--- src/design/assert_macros.svh ---
// Assertion macros shared by the sorted set union and intersection design.
`ifndef ASSERT_MACROS_SVH
`define ASSERT_MACROS_SVH

// Same-cycle implication, sampled on clk and disabled while rst_n is low.
`define SSUI_ASSERT_NOW(label, ante, cons, msg) \
    label: assert property (@(posedge clk) disable iff (!rst_n) (ante) |-> (cons)) \
        else $error(msg);

// Next-cycle implication, sampled on clk and disabled while rst_n is low.
`define SSUI_ASSERT_NEXT(label, ante, cons, msg) \
    label: assert property (@(posedge clk) disable iff (!rst_n) (ante) |=> (cons)) \
        else $error(msg);

`endif

--- src/design/ssui_pkg.sv ---
// Package: constants, codes and shared types of the sorted set union and intersection core.
`default_nettype none

package ssui_pkg;

    localparam int LIST_DEPTH = 16;
    localparam int VALUE_BITS = 32;
    localparam int IDX_W      = (LIST_DEPTH > 1) ? $clog2(LIST_DEPTH) : 1;
    localparam int CNT_W      = $clog2(LIST_DEPTH + 1);

    typedef enum logic [1:0] {
        ACT_INS_A = 2'd0,
        ACT_INS_B = 2'd1,
        ACT_RUN   = 2'd2,
        ACT_CLEAR = 2'd3
    } action_t;

    typedef enum logic [1:0] {
        KIND_UNION = 2'd0,
        KIND_INTER = 2'd1,
        KIND_END   = 2'd2
    } kind_t;

    typedef enum logic [2:0] {
        ST_IDLE,
        ST_INSERT,
        ST_UNION,
        ST_INTER,
        ST_END
    } state_t;

    // Request to one list memory: one write port and one registered read port.
    typedef struct packed {
        logic                          we;
        logic [IDX_W-1:0]              waddr;
        logic signed [VALUE_BITS-1:0]  wdata;
        logic [IDX_W-1:0]              raddr;
    } mem_req_t;

    // One result word handed from the sequencer to the output register.
    typedef struct packed {
        logic                          valid;
        logic signed [VALUE_BITS-1:0]  value;
        kind_t                         kind;
        logic                          ovf;
        logic                          last;
    } emit_t;

endpackage

`default_nettype wire

--- src/design/ssui_list_ram.sv ---
// Synchronous list memory with one write port and one registered read port.
`default_nettype none

module ssui_list_ram (
    input  wire logic                                  clk,
    input  wire ssui_pkg::mem_req_t                    req,
    output logic signed [ssui_pkg::VALUE_BITS-1:0]     rd_data
);

    logic signed [ssui_pkg::VALUE_BITS-1:0] mem_reg [ssui_pkg::LIST_DEPTH];

    always_ff @(posedge clk)
    begin
        if (req.we)
        begin
            mem_reg[req.waddr] <= req.wdata;
        end
        rd_data <= mem_reg[req.raddr];
    end

endmodule

`default_nettype wire

--- src/design/ssui_out_reg.sv ---
// Output register that holds one result word until the consumer takes it.
`default_nettype none

module ssui_out_reg (
    input  wire logic                                  clk,
    input  wire logic                                  rst_n,
    input  wire ssui_pkg::emit_t                       emit,
    output logic                                       out_ready,
    output logic                                       out_valid,
    input  wire logic                                  out_stall,
    output logic signed [ssui_pkg::VALUE_BITS-1:0]     value_out,
    output logic [1:0]                                 set_kind,
    output logic                                       overflow,
    output logic                                       last
);

    logic                                   valid_reg;
    logic signed [ssui_pkg::VALUE_BITS-1:0] value_reg;
    ssui_pkg::kind_t                        kind_reg;
    logic                                   ovf_reg;
    logic                                   last_reg;

    // The slot can take a new word when it is empty or its word leaves now.
    assign out_ready = !valid_reg || !out_stall;

    always_ff @(posedge clk or negedge rst_n)
    begin
        if (!rst_n)
        begin
            valid_reg <= 1'b0;
        end
        else if (emit.valid)
        begin
            valid_reg <= 1'b1;
        end
        else if (!out_stall)
        begin
            valid_reg <= 1'b0;
        end
    end

    always_ff @(posedge clk)
    begin
        if (emit.valid)
        begin
            value_reg <= emit.value;
            kind_reg  <= emit.kind;
            ovf_reg   <= emit.ovf;
            last_reg  <= emit.last;
        end
    end

    assign out_valid = valid_reg;
    assign value_out = value_reg;
    assign set_kind  = kind_reg;
    assign overflow  = ovf_reg;
    assign last      = last_reg;

endmodule

`default_nettype wire

--- src/design/ssui_ctrl.sv ---
// Sequencer: sorted insertion, merge walks for union and intersection, list counts.
`default_nettype none
`include "assert_macros.svh"

module ssui_ctrl (
    input  wire logic                                  clk,
    input  wire logic                                  rst_n,
    input  wire logic                                  in_valid,
    output logic                                       in_stall,
    input  wire logic [1:0]                            action,
    input  wire logic signed [ssui_pkg::VALUE_BITS-1:0] value,
    input  wire logic signed [ssui_pkg::VALUE_BITS-1:0] rd_a,
    input  wire logic signed [ssui_pkg::VALUE_BITS-1:0] rd_b,
    output ssui_pkg::mem_req_t                         req_a,
    output ssui_pkg::mem_req_t                         req_b,
    output ssui_pkg::emit_t                            emit,
    input  wire logic                                  out_ready
);

    localparam int CNT_W = ssui_pkg::CNT_W;
    localparam int IDX_W = ssui_pkg::IDX_W;

    ssui_pkg::state_t                        state_reg, state_next;
    logic [CNT_W-1:0]                        count_a_reg, count_a_next;
    logic [CNT_W-1:0]                        count_b_reg, count_b_next;
    logic                                    ovf_reg, ovf_next;
    logic                                    sel_reg, sel_next;
    logic signed [ssui_pkg::VALUE_BITS-1:0]  val_reg, val_next;
    logic [CNT_W-1:0]                        i_reg, i_next;
    logic [CNT_W-1:0]                        j_reg, j_next;
    logic                                    have_prev_reg, have_prev_next;
    logic signed [ssui_pkg::VALUE_BITS-1:0]  prev_reg, prev_next;

    logic                                    a_left;
    logic                                    b_left;
    logic                                    take_a;
    logic signed [ssui_pkg::VALUE_BITS-1:0]  pick;
    logic signed [ssui_pkg::VALUE_BITS-1:0]  rd_sel;
    logic [CNT_W-1:0]                        cnt_sel;
    logic [CNT_W-1:0]                        ptr_dec;
    ssui_pkg::mem_req_t                      wr_req;

    always_ff @(posedge clk or negedge rst_n)
    begin
        if (!rst_n)
        begin
            state_reg     <= ssui_pkg::ST_IDLE;
            count_a_reg   <= '0;
            count_b_reg   <= '0;
            ovf_reg       <= 1'b0;
            i_reg         <= '0;
            j_reg         <= '0;
            have_prev_reg <= 1'b0;
        end
        else
        begin
            state_reg     <= state_next;
            count_a_reg   <= count_a_next;
            count_b_reg   <= count_b_next;
            ovf_reg       <= ovf_next;
            i_reg         <= i_next;
            j_reg         <= j_next;
            have_prev_reg <= have_prev_next;
        end
    end

    always_ff @(posedge clk)
    begin
        sel_reg  <= sel_next;
        val_reg  <= val_next;
        prev_reg <= prev_next;
    end

    always_comb
    begin
        state_next     = state_reg;
        count_a_next   = count_a_reg;
        count_b_next   = count_b_reg;
        ovf_next       = ovf_reg;
        sel_next       = sel_reg;
        val_next       = val_reg;
        i_next         = i_reg;
        j_next         = j_reg;
        have_prev_next = have_prev_reg;
        prev_next      = prev_reg;
        wr_req         = '0;
        emit           = '0;
        emit.kind      = ssui_pkg::KIND_UNION;

        a_left  = i_reg < count_a_reg;
        b_left  = j_reg < count_b_reg;
        take_a  = !b_left || (a_left && (rd_a <= rd_b));
        pick    = take_a ? rd_a : rd_b;
        rd_sel  = sel_reg ? rd_b : rd_a;
        cnt_sel = (action == ssui_pkg::ACT_INS_B) ? count_b_reg : count_a_reg;

        in_stall = (state_reg != ssui_pkg::ST_IDLE);

        case (state_reg)
            ssui_pkg::ST_IDLE:
            begin
                if (in_valid)
                begin
                    case (action)
                        ssui_pkg::ACT_INS_A, ssui_pkg::ACT_INS_B:
                        begin
                            if (cnt_sel == CNT_W'(ssui_pkg::LIST_DEPTH))
                            begin
                                ovf_next = 1'b1;
                            end
                            else
                            begin
                                sel_next   = (action == ssui_pkg::ACT_INS_B);
                                val_next   = value;
                                i_next     = cnt_sel;
                                state_next = ssui_pkg::ST_INSERT;
                            end
                        end
                        ssui_pkg::ACT_RUN:
                        begin
                            i_next         = '0;
                            j_next         = '0;
                            have_prev_next = 1'b0;
                            state_next     = ssui_pkg::ST_UNION;
                        end
                        default:
                        begin
                            count_a_next = '0;
                            count_b_next = '0;
                        end
                    endcase
                end
            end

            ssui_pkg::ST_INSERT:
            begin
                // Walk down from the top; entries not below the new value move up one.
                wr_req.we    = 1'b1;
                wr_req.waddr = i_reg[IDX_W-1:0];
                if ((i_reg != '0) && (rd_sel >= val_reg))
                begin
                    wr_req.wdata = rd_sel;
                    i_next       = i_reg - CNT_W'(1);
                end
                else
                begin
                    wr_req.wdata = val_reg;
                    if (sel_reg)
                    begin
                        count_b_next = count_b_reg + CNT_W'(1);
                    end
                    else
                    begin
                        count_a_next = count_a_reg + CNT_W'(1);
                    end
                    state_next = ssui_pkg::ST_IDLE;
                end
            end

            ssui_pkg::ST_UNION:
            begin
                if (!a_left && !b_left)
                begin
                    i_next         = '0;
                    j_next         = '0;
                    have_prev_next = 1'b0;
                    state_next     = ssui_pkg::ST_INTER;
                end
                else if (out_ready)
                begin
                    if (take_a)
                    begin
                        i_next = i_reg + CNT_W'(1);
                    end
                    else
                    begin
                        j_next = j_reg + CNT_W'(1);
                    end
                    if (!have_prev_reg || (pick != prev_reg))
                    begin
                        emit.valid     = 1'b1;
                        emit.value     = pick;
                        emit.kind      = ssui_pkg::KIND_UNION;
                        prev_next      = pick;
                        have_prev_next = 1'b1;
                    end
                end
            end

            ssui_pkg::ST_INTER:
            begin
                if (!(a_left && b_left))
                begin
                    state_next = ssui_pkg::ST_END;
                end
                else if (out_ready)
                begin
                    if (rd_a < rd_b)
                    begin
                        i_next = i_reg + CNT_W'(1);
                    end
                    else if (rd_b < rd_a)
                    begin
                        j_next = j_reg + CNT_W'(1);
                    end
                    else
                    begin
                        i_next = i_reg + CNT_W'(1);
                        j_next = j_reg + CNT_W'(1);
                        if (!have_prev_reg || (rd_a != prev_reg))
                        begin
                            emit.valid     = 1'b1;
                            emit.value     = rd_a;
                            emit.kind      = ssui_pkg::KIND_INTER;
                            prev_next      = rd_a;
                            have_prev_next = 1'b1;
                        end
                    end
                end
            end

            ssui_pkg::ST_END:
            begin
                if (out_ready)
                begin
                    emit.valid = 1'b1;
                    emit.value = '0;
                    emit.kind  = ssui_pkg::KIND_END;
                    emit.ovf   = ovf_reg;
                    emit.last  = 1'b1;
                    state_next = ssui_pkg::ST_IDLE;
                end
            end

            default:
            begin
                state_next = ssui_pkg::ST_IDLE;
            end
        endcase
    end

    // Read addresses follow the next pointers, so the read data always matches
    // the current pointers. During insertion the entry below the pointer is read.
    assign ptr_dec = i_next - CNT_W'(1);

    always_comb
    begin
        req_a = '0;
        req_b = '0;
        if (state_next == ssui_pkg::ST_INSERT)
        begin
            req_a.raddr = ptr_dec[IDX_W-1:0];
            req_b.raddr = ptr_dec[IDX_W-1:0];
        end
        else
        begin
            req_a.raddr = i_next[IDX_W-1:0];
            req_b.raddr = j_next[IDX_W-1:0];
        end
        req_a.we    = wr_req.we && !sel_reg;
        req_a.waddr = wr_req.waddr;
        req_a.wdata = wr_req.wdata;
        req_b.we    = wr_req.we && sel_reg;
        req_b.waddr = wr_req.waddr;
        req_b.wdata = wr_req.wdata;
    end

    `SSUI_ASSERT_NOW(union_ascending, emit.valid && (emit.kind == ssui_pkg::KIND_UNION) && have_prev_reg, emit.value > prev_reg, "union words out of order")
    `SSUI_ASSERT_NOW(inter_ascending, emit.valid && (emit.kind == ssui_pkg::KIND_INTER) && have_prev_reg, emit.value > prev_reg, "intersection words out of order")
    `SSUI_ASSERT_NOW(insert_ptr_bound, state_reg == ssui_pkg::ST_INSERT, i_reg < CNT_W'(ssui_pkg::LIST_DEPTH) && i_reg <= (sel_reg ? count_b_reg : count_a_reg), "insert pointer beyond list")
    `SSUI_ASSERT_NEXT(overflow_sticky, ovf_reg, ovf_reg, "overflow flag cleared")

endmodule

`default_nettype wire

--- src/design/sorted_set_union_intersection_core.sv ---
// Top level of the sorted set union and intersection core.
//
//   channel  | handshake            | payload
//   ---------+----------------------+--------------------------------------
//   input    | in_valid / in_stall  | action, value
//   output   | out_valid / out_stall| value_out, set_kind, overflow, last
//
// An insert is accepted in the idle state, then writes each stored entry that moves up
// in turn and ends with the final write of the new value; the pace is set by the
// single write port of the list memory. A clear, or an insert into a full list, is
// done in the idle state. A run walks both lists for the union, then walks them again
// for the intersection, then emits the end word, with the walks advancing
// one merge step per cycle while the output register has room; a stalled output holds the walk.
// Reset clears the counts, the overflow flag and the output valid; list contents
// are not cleared, and no entry past a count is ever used.
`default_nettype none

module sorted_set_union_intersection_core (
    input  wire logic                                  clk,
    input  wire logic                                  rst_n,
    input  wire logic                                  in_valid,
    output logic                                       in_stall,
    input  wire logic [1:0]                            action,
    input  wire logic signed [ssui_pkg::VALUE_BITS-1:0] value,
    output logic                                       out_valid,
    input  wire logic                                  out_stall,
    output logic signed [ssui_pkg::VALUE_BITS-1:0]     value_out,
    output logic [1:0]                                 set_kind,
    output logic                                       overflow,
    output logic                                       last
);

    ssui_pkg::mem_req_t                      req_a;
    ssui_pkg::mem_req_t                      req_b;
    logic signed [ssui_pkg::VALUE_BITS-1:0]  rd_a;
    logic signed [ssui_pkg::VALUE_BITS-1:0]  rd_b;
    ssui_pkg::emit_t                         emit;
    logic                                    out_ready;

    // The sequencer accepts a word only in its idle state. Each list lives in a
    // memory of its own so that the merge walks read both lists every cycle.
    ssui_ctrl u_ctrl (
        .clk       (clk),
        .rst_n     (rst_n),
        .in_valid  (in_valid),
        .in_stall  (in_stall),
        .action    (action),
        .value     (value),
        .rd_a      (rd_a),
        .rd_b      (rd_b),
        .req_a     (req_a),
        .req_b     (req_b),
        .emit      (emit),
        .out_ready (out_ready)
    );

    ssui_list_ram u_list_a (
        .clk     (clk),
        .req     (req_a),
        .rd_data (rd_a)
    );

    ssui_list_ram u_list_b (
        .clk     (clk),
        .req     (req_b),
        .rd_data (rd_b)
    );

    // The output register decouples the walks from the consumer's stall.
    ssui_out_reg u_out (
        .clk       (clk),
        .rst_n     (rst_n),
        .emit      (emit),
        .out_ready (out_ready),
        .out_valid (out_valid),
        .out_stall (out_stall),
        .value_out (value_out),
        .set_kind  (set_kind),
        .overflow  (overflow),
        .last      (last)
    );

endmodule

`default_nettype wire
--- config.mk ---
export PLATFORM = sky130hd
export DESIGN_NAME = sorted_set_union_intersection_core
export DESIGN_NICKNAME = d
export VERILOG_FILES = /design/src/design/ssui_pkg.sv /design/src/design/ssui_list_ram.sv /design/src/design/ssui_out_reg.sv /design/src/design/ssui_ctrl.sv /design/src/design/sorted_set_union_intersection_core.sv
export VERILOG_INCLUDE_DIRS = /design/src /design/src/design
export SDC_FILE = /design/constraint.sdc
export NUM_CORES = 2
export LEC_CHECK = 0
export BUFFER_PORTS_ARGS = -buffer_cell sky130_fd_sc_hd__buf_2
export CORE_UTILIZATION = 50
export DETAILED_ROUTE_END_ITERATION = 7
export GPL_TIMING_DRIVEN = 0
export PLACE_DENSITY = 0.66
export SETUP_SLACK_MARGIN = 0.02
export SKIP_CTS_REPAIR_TIMING = 1
export SLEW_MARGIN = 40
export SYNTH_ARGS = -nofsm -noshare
export SYNTH_HDL_FRONTEND = slang
export SYNTH_HIERARCHICAL = 1
export SYNTH_SLANG_ARGS = --single-unit
--- constraint.sdc ---
create_clock -name clk -period 6.65 [get_ports clk]
set_clock_uncertainty 0.05 [all_clocks]
set_input_delay 1.33 -clock clk [delete_from_list [all_inputs] [get_ports clk]]
set_output_delay 1.33 -clock clk [all_outputs]
set_load 0.01 [all_outputs]
# After elaboration in Yosys (flattened, before gate mapping)

Memory sizes are Yosys's and may differ from the RTL's. A register that Yosys moved wholly into a read port is not among the register bits.
Cells that the tools add are included.

Flip-flop bits (word level): 127
RAM bits: 1024
Input port bits: 38
Logic and storage cells: 172
Memories: 2

Add/sub/neg operators: 6
$lt $le $gt $ge: 6
Equal/unequal tests: 28
Mux-type cells: 80
Bitwise logic cells: 1
Reductions and logical operators: 33

Memory list:

| name             | words | bits a word | read ports | clocked after Yosys merged registers in | wr ports | line                | text |
|---|---|---|---|---|---|---|---|
| u_list_a.mem_reg | 16    | 32          | 1          | 1                                       | 1        | ssui_list_ram.sv:10 | `logic signed [ssui_pkg::VALUE_BITS-1:0] mem_reg [ssui_pkg::LIST_DEPTH];` |
| u_list_b.mem_reg | 16    | 32          | 1          | 1                                       | 1        | ssui_list_ram.sv:10 |  |

Operator list:

| kind                | count |
|---|---|
| $mux 32             | 11 |
| $mux 35             | 8 |
| $mux 5              | 25 |
| $pmux 35 s3         | 1 |
| $mux 37             | 2 |
| $lt 32x32->1        | 2 |
| $ne 32x32->1        | 2 |
| $pmux 32 s2         | 1 |
| $ge 32x32->1        | 1 |
| $le 32x32->1        | 1 |
| $pmux 5 s2          | 3 |
| $add 5x1->5 const B | 4 |
| $ne 2x2->1 const B  | 10 |
| $pmux 5 s4          | 1 |
| $mux 3              | 6 |
| $mux 1              | 16 |
| $pmux 3 s5          | 1 |
| $pmux 5 s3          | 1 |
| $lt 5x5->1          | 2 |
| $ne 2x1->1 const B  | 5 |
| $reduce_and 10->1   | 1 |
| $reduce_and 5->1    | 2 |
| $reduce_and 9->1    | 1 |
| $mux 4              | 2 |
| other kinds (27)    | 45 |

# Depth between registers and ports, before layout

Depth after elaboration: 11
Mapped depth: 22

# Hierarchy

Netlist, hierarchy kept.

Modules (own cells, without submodules):

| module        | instances | cells each | area each (um2) |
|---|---|---|---|
| ssui_list_ram | 2         | 838        | 19835.3 |
| ssui_ctrl     | 1         | 1135       | 8946.1 |
| ssui_out_reg  | 1         | 39         | 1117.3 |

# Least setup slack after synthesis

Ideal clock, no wire load.

Path type: in2reg
Start: input action[1]
End: register u_list_b/rd_data[10] (netlist name) (read register of u_list_b.mem_reg)
Setup time: 0.120 ns
Arrival time: 6.007 ns
Required time: 6.480 ns
Setup slack: 0.473 ns
Stages: 16
Path buffers: 5
Path through: clkbuf_1 nand2b_1 clkbuf_1 mux2i_1 nor2_1 nor2_1 a211oi_1 nor3_1 clkbuf_1 nor2_1 a21oi_1 buf_2 buf_2 mux4_2 a22oi_1 nand2_1

RTL lines:

| what               | line                                     | text |
|---|---|---|
| start: declaration | sorted_set_union_intersection_core.sv:23 | `input wire logic [1:0] action,` |
| end: declaration   | ssui_list_ram.sv:7                       | `output logic signed [ssui_pkg::VALUE_BITS-1:0] rd_data` |

==> flow_metrics.py <==
metrics = {
    "detailed_routing": {
        "first_pass_iters": 5,
        "drtAntennaViolNets": 0,
        "wl_per_cell_um": 30.1,
        "initialDrtViolationCount": 3379,
        "vias": 28715,
        "drt-total-wl_um": 138000,
        "drc_errors": 0,
        "vias_per_cell": 6.24,
    },
    "finish": {
        "antenna_cells": 0,
        "fin_util_pct": 59.0,
        "layout_common_cells": "1,125 x edfxtp_1, 256 x mux4_2, 189 x nand2_1, 132 x a22oi_1, 125 x buf_4",
        "final_cells": 4600,
        "syn_to_final_growth_pct": 16.8,
        "final_common_cell": "edfxtp_1",
        "nets": 3322,
        "layout-drive-gt1-share_pct": 27.4,
        "stdcell_area_um2": 58100,
    },
    "placement": {
        "dpl_worst_slack_ns": -1.38,
        "placed_cell_area_um2": 53900,
        "dp_cells": 4370,
        "hpwlAfterDp_um": 100000,
        "io_buffers": 73,
        "gp_congestion": 0.952,
    },
    "synthesis": {
        "ys_seq_area_share_pct": 71.8,
        "syn-instance-count": 2850,
        "synth_fp_nets": 2966,
        "yosys_most_used_dff": "edfxtp_1",
        "yosys_warnings": 6,
        "avgSynthCellArea_um2": 17.5,
        "ys_async_sr_fraction_pct": 2.14,
        "syn_area_um2": 49700,
        "synth_cell_types": 72,
        "synth-seq-cells": 1215,
        "synth_edf_count": 1125,
    },
    "worst_setup_path": {
        "r2r-end": "u_list_a/rd_data[2]",
        "cp.arrival_ns": 7.04,
        "rr_worst_depth": 20,
        "worst_setup_path_end_kind": "flip-flop",
        "start_kind": "flip-flop",
        "reg2reg_slack_ns": 0.13,
        "worstPathRequired_ns": 7.17,
        "crit_fanout": 10,
        "criticalPathCategory": "reg -> reg",
        "r2r_start": "u_ctrl/sel_reg",
    },
    "sta": {
        "hold_viol_final": 0,
        "fin_crit_ns": 6.52,
        "fin_hold_ws_ns": 0.415,
        "tightestPinTransition_ns": 0.873,
        "finalWorstSetupSlack_ns": 0.131,
        "final_max_slew_viol_count": 0,
        "setup_viol": 0,
        "relSlewSlack_pct": 41.7,
        "max_freq_ghz": 0.153,
        "fin_crit_sh_pct": 98.0,
    },
    "floorplanning": {
        "die_area_um2": 101000,
        "die_h_um": 317,
        "start_util_pct": 50.5,
        "die_x_um": 317,
        "rows": 115,
        "io_pins": 76,
        "coreArea_um2": 98400,
    },
    "clocking": {
        "clkTransAtPathRegs_ns": 0.06,
        "cts_root_buf": "clkbuf_16",
        "cts_max_level": 3,
        "tritoncts": "done",
        "clk-insertion-delay-late_ns": 0.71,
        "cts_buffers": 119,
        "clock_sinks": 1215,
        "clock_path_buffers": 3,
    },
    "grt": {
        "grt_overflow_total": 0,
        "grt_max_degree": 38,
        "antenna_found_initial": 3,
        "grt_pass1_vias": 28536,
        "grtUsageTotal_pct": 28.0,
        "grt_pass1_wl_um": 200000,
    },
    "power": {
        "ir_drop_mv": 0.521,
        "p_leak_nw": 17.1,
        "powerDensity_nw_per_um2": 542,
    },
    "min_path": {
        "hold_path_end": "u_ctrl/ovf_reg",
        "worstHoldPathType": "reg -> reg",
        "hp-start": "u_ctrl/ovf_reg",
        "hold_depth": 1,
    },
    "status": {
        "status": "finished clean",
    },
    "run": {
        "max_cap_violations": 0,
    },
}
-- critical path, cell delays in order (launching register included) --
cell,delay [ns]
edfxtp_1,0.46
clkbuf_2,0.29
clkbuf_2,0.30
o21ai_0,0.36
ha_1,0.33
a21oi_1,0.14
o21ai_0,0.23
nor4b_2,0.26
o32ai_2,0.46
mux2i_4,0.32
buf_12,0.17
nor3_4,0.07
a211oi_1,0.41
nor3_2,0.13
clkbuf_2,0.23
xnor2_1,0.48
buf_4,0.32
buf_4,0.32
mux4_2,0.54
a22oi_1,0.37
nand2_1,0.12
-- cell families (layout without fill, tap and decap cells) --
logic type	after synthesis	in the layout	share of synthesized area (%)
simple gates	551	551	5.26
mux	268	268	11.8
flops	1215	1215	71.8
compound gates	421	421	5.77
buf+inv	273	736	2.59
fa+ha+maj	78	78	1.96
xor+xnor	44	44	0.775
-- worst max-delay path by stage --
| stage | end | startpoint | cells past startpoint | slack, ns |
|---|---|---|---|---|
| CTS | u_list_a/rd_data[21] | u_ctrl/sel_reg | 18 | -1.41 |
| global placement | u_list_b/mem_reg[0][21] | u_ctrl/state_reg[1] | 9 | -2.45 |
| detailed placement | u_list_a/rd_data[21] | u_ctrl/sel_reg | 18 | -1.38 |
| finish | u_list_a/rd_data[2] | u_ctrl/sel_reg | 20 | 0.13 |
| floorplan | u_list_b/rd_data[10] | action[1] | 16 | 0.47 |
| global route | u_list_a/rd_data[7] | u_ctrl/sel_reg | 22 | -0.006 |
-- report_power, final --
group          total, mW  switching, mW  internal, mW
Sequential          9.33          0.478          8.85
Combinational       15.6           9.90          5.67
Clock               6.62           2.83          3.80
Total               31.5           13.2          18.3
-- metal layers --
layer | routed length (um) | share of wire (%) | track usage [%]
met1 | 61300 | 44 | 42.9
met2 | 62100 | 45 | 41.6
met3 | 10900 | 7.9 | 3.91
met4 | 3980 | 2.9 | 8.84
met5 | 13 | 0.0094 | 0
-- through the flow --
stage	setup TNS (ns)	power (mW)
after detailed placement	-72.82	24.6
after global placement	-2198.57	24.4
after global routing	-0.00645	32.9
after CTS	-75.74	31.3
after floorplan	0	19.3
final	0	31.5
-- cells in the mapped netlist, drive strengths merged (26+ instances only) --
cell type  instances  area share [%]
ha                78             2.0
a22o              33            0.58
a21oi             47            0.47
clkbuf            73            0.55
dfxtp             64             2.6
nand2            190             1.4
a22oi            133             2.0
inv              102            0.77
buf               97             1.3
nor2             102            0.77
xnor2             33            0.58
mux4             256              12
edfxtp          1125              68
nor3              96            0.97
nand3             34            0.34
o21ai            109             1.1
nand2b            30            0.38
dfrtp             26             1.3
nand4             29            0.36
-- final cells by class --
class	instances	area [um^2]
fillers	7271	40300
flip-flops and latches	1215	35700
multi-input cells	1362	13300
clock buffers	154	3170
repair buffers	235	2160
well taps	1287	1610
plain buffers	170	1020
clock inverters	74	701
inverters	103	387
(Power assumes the default switching activity.)
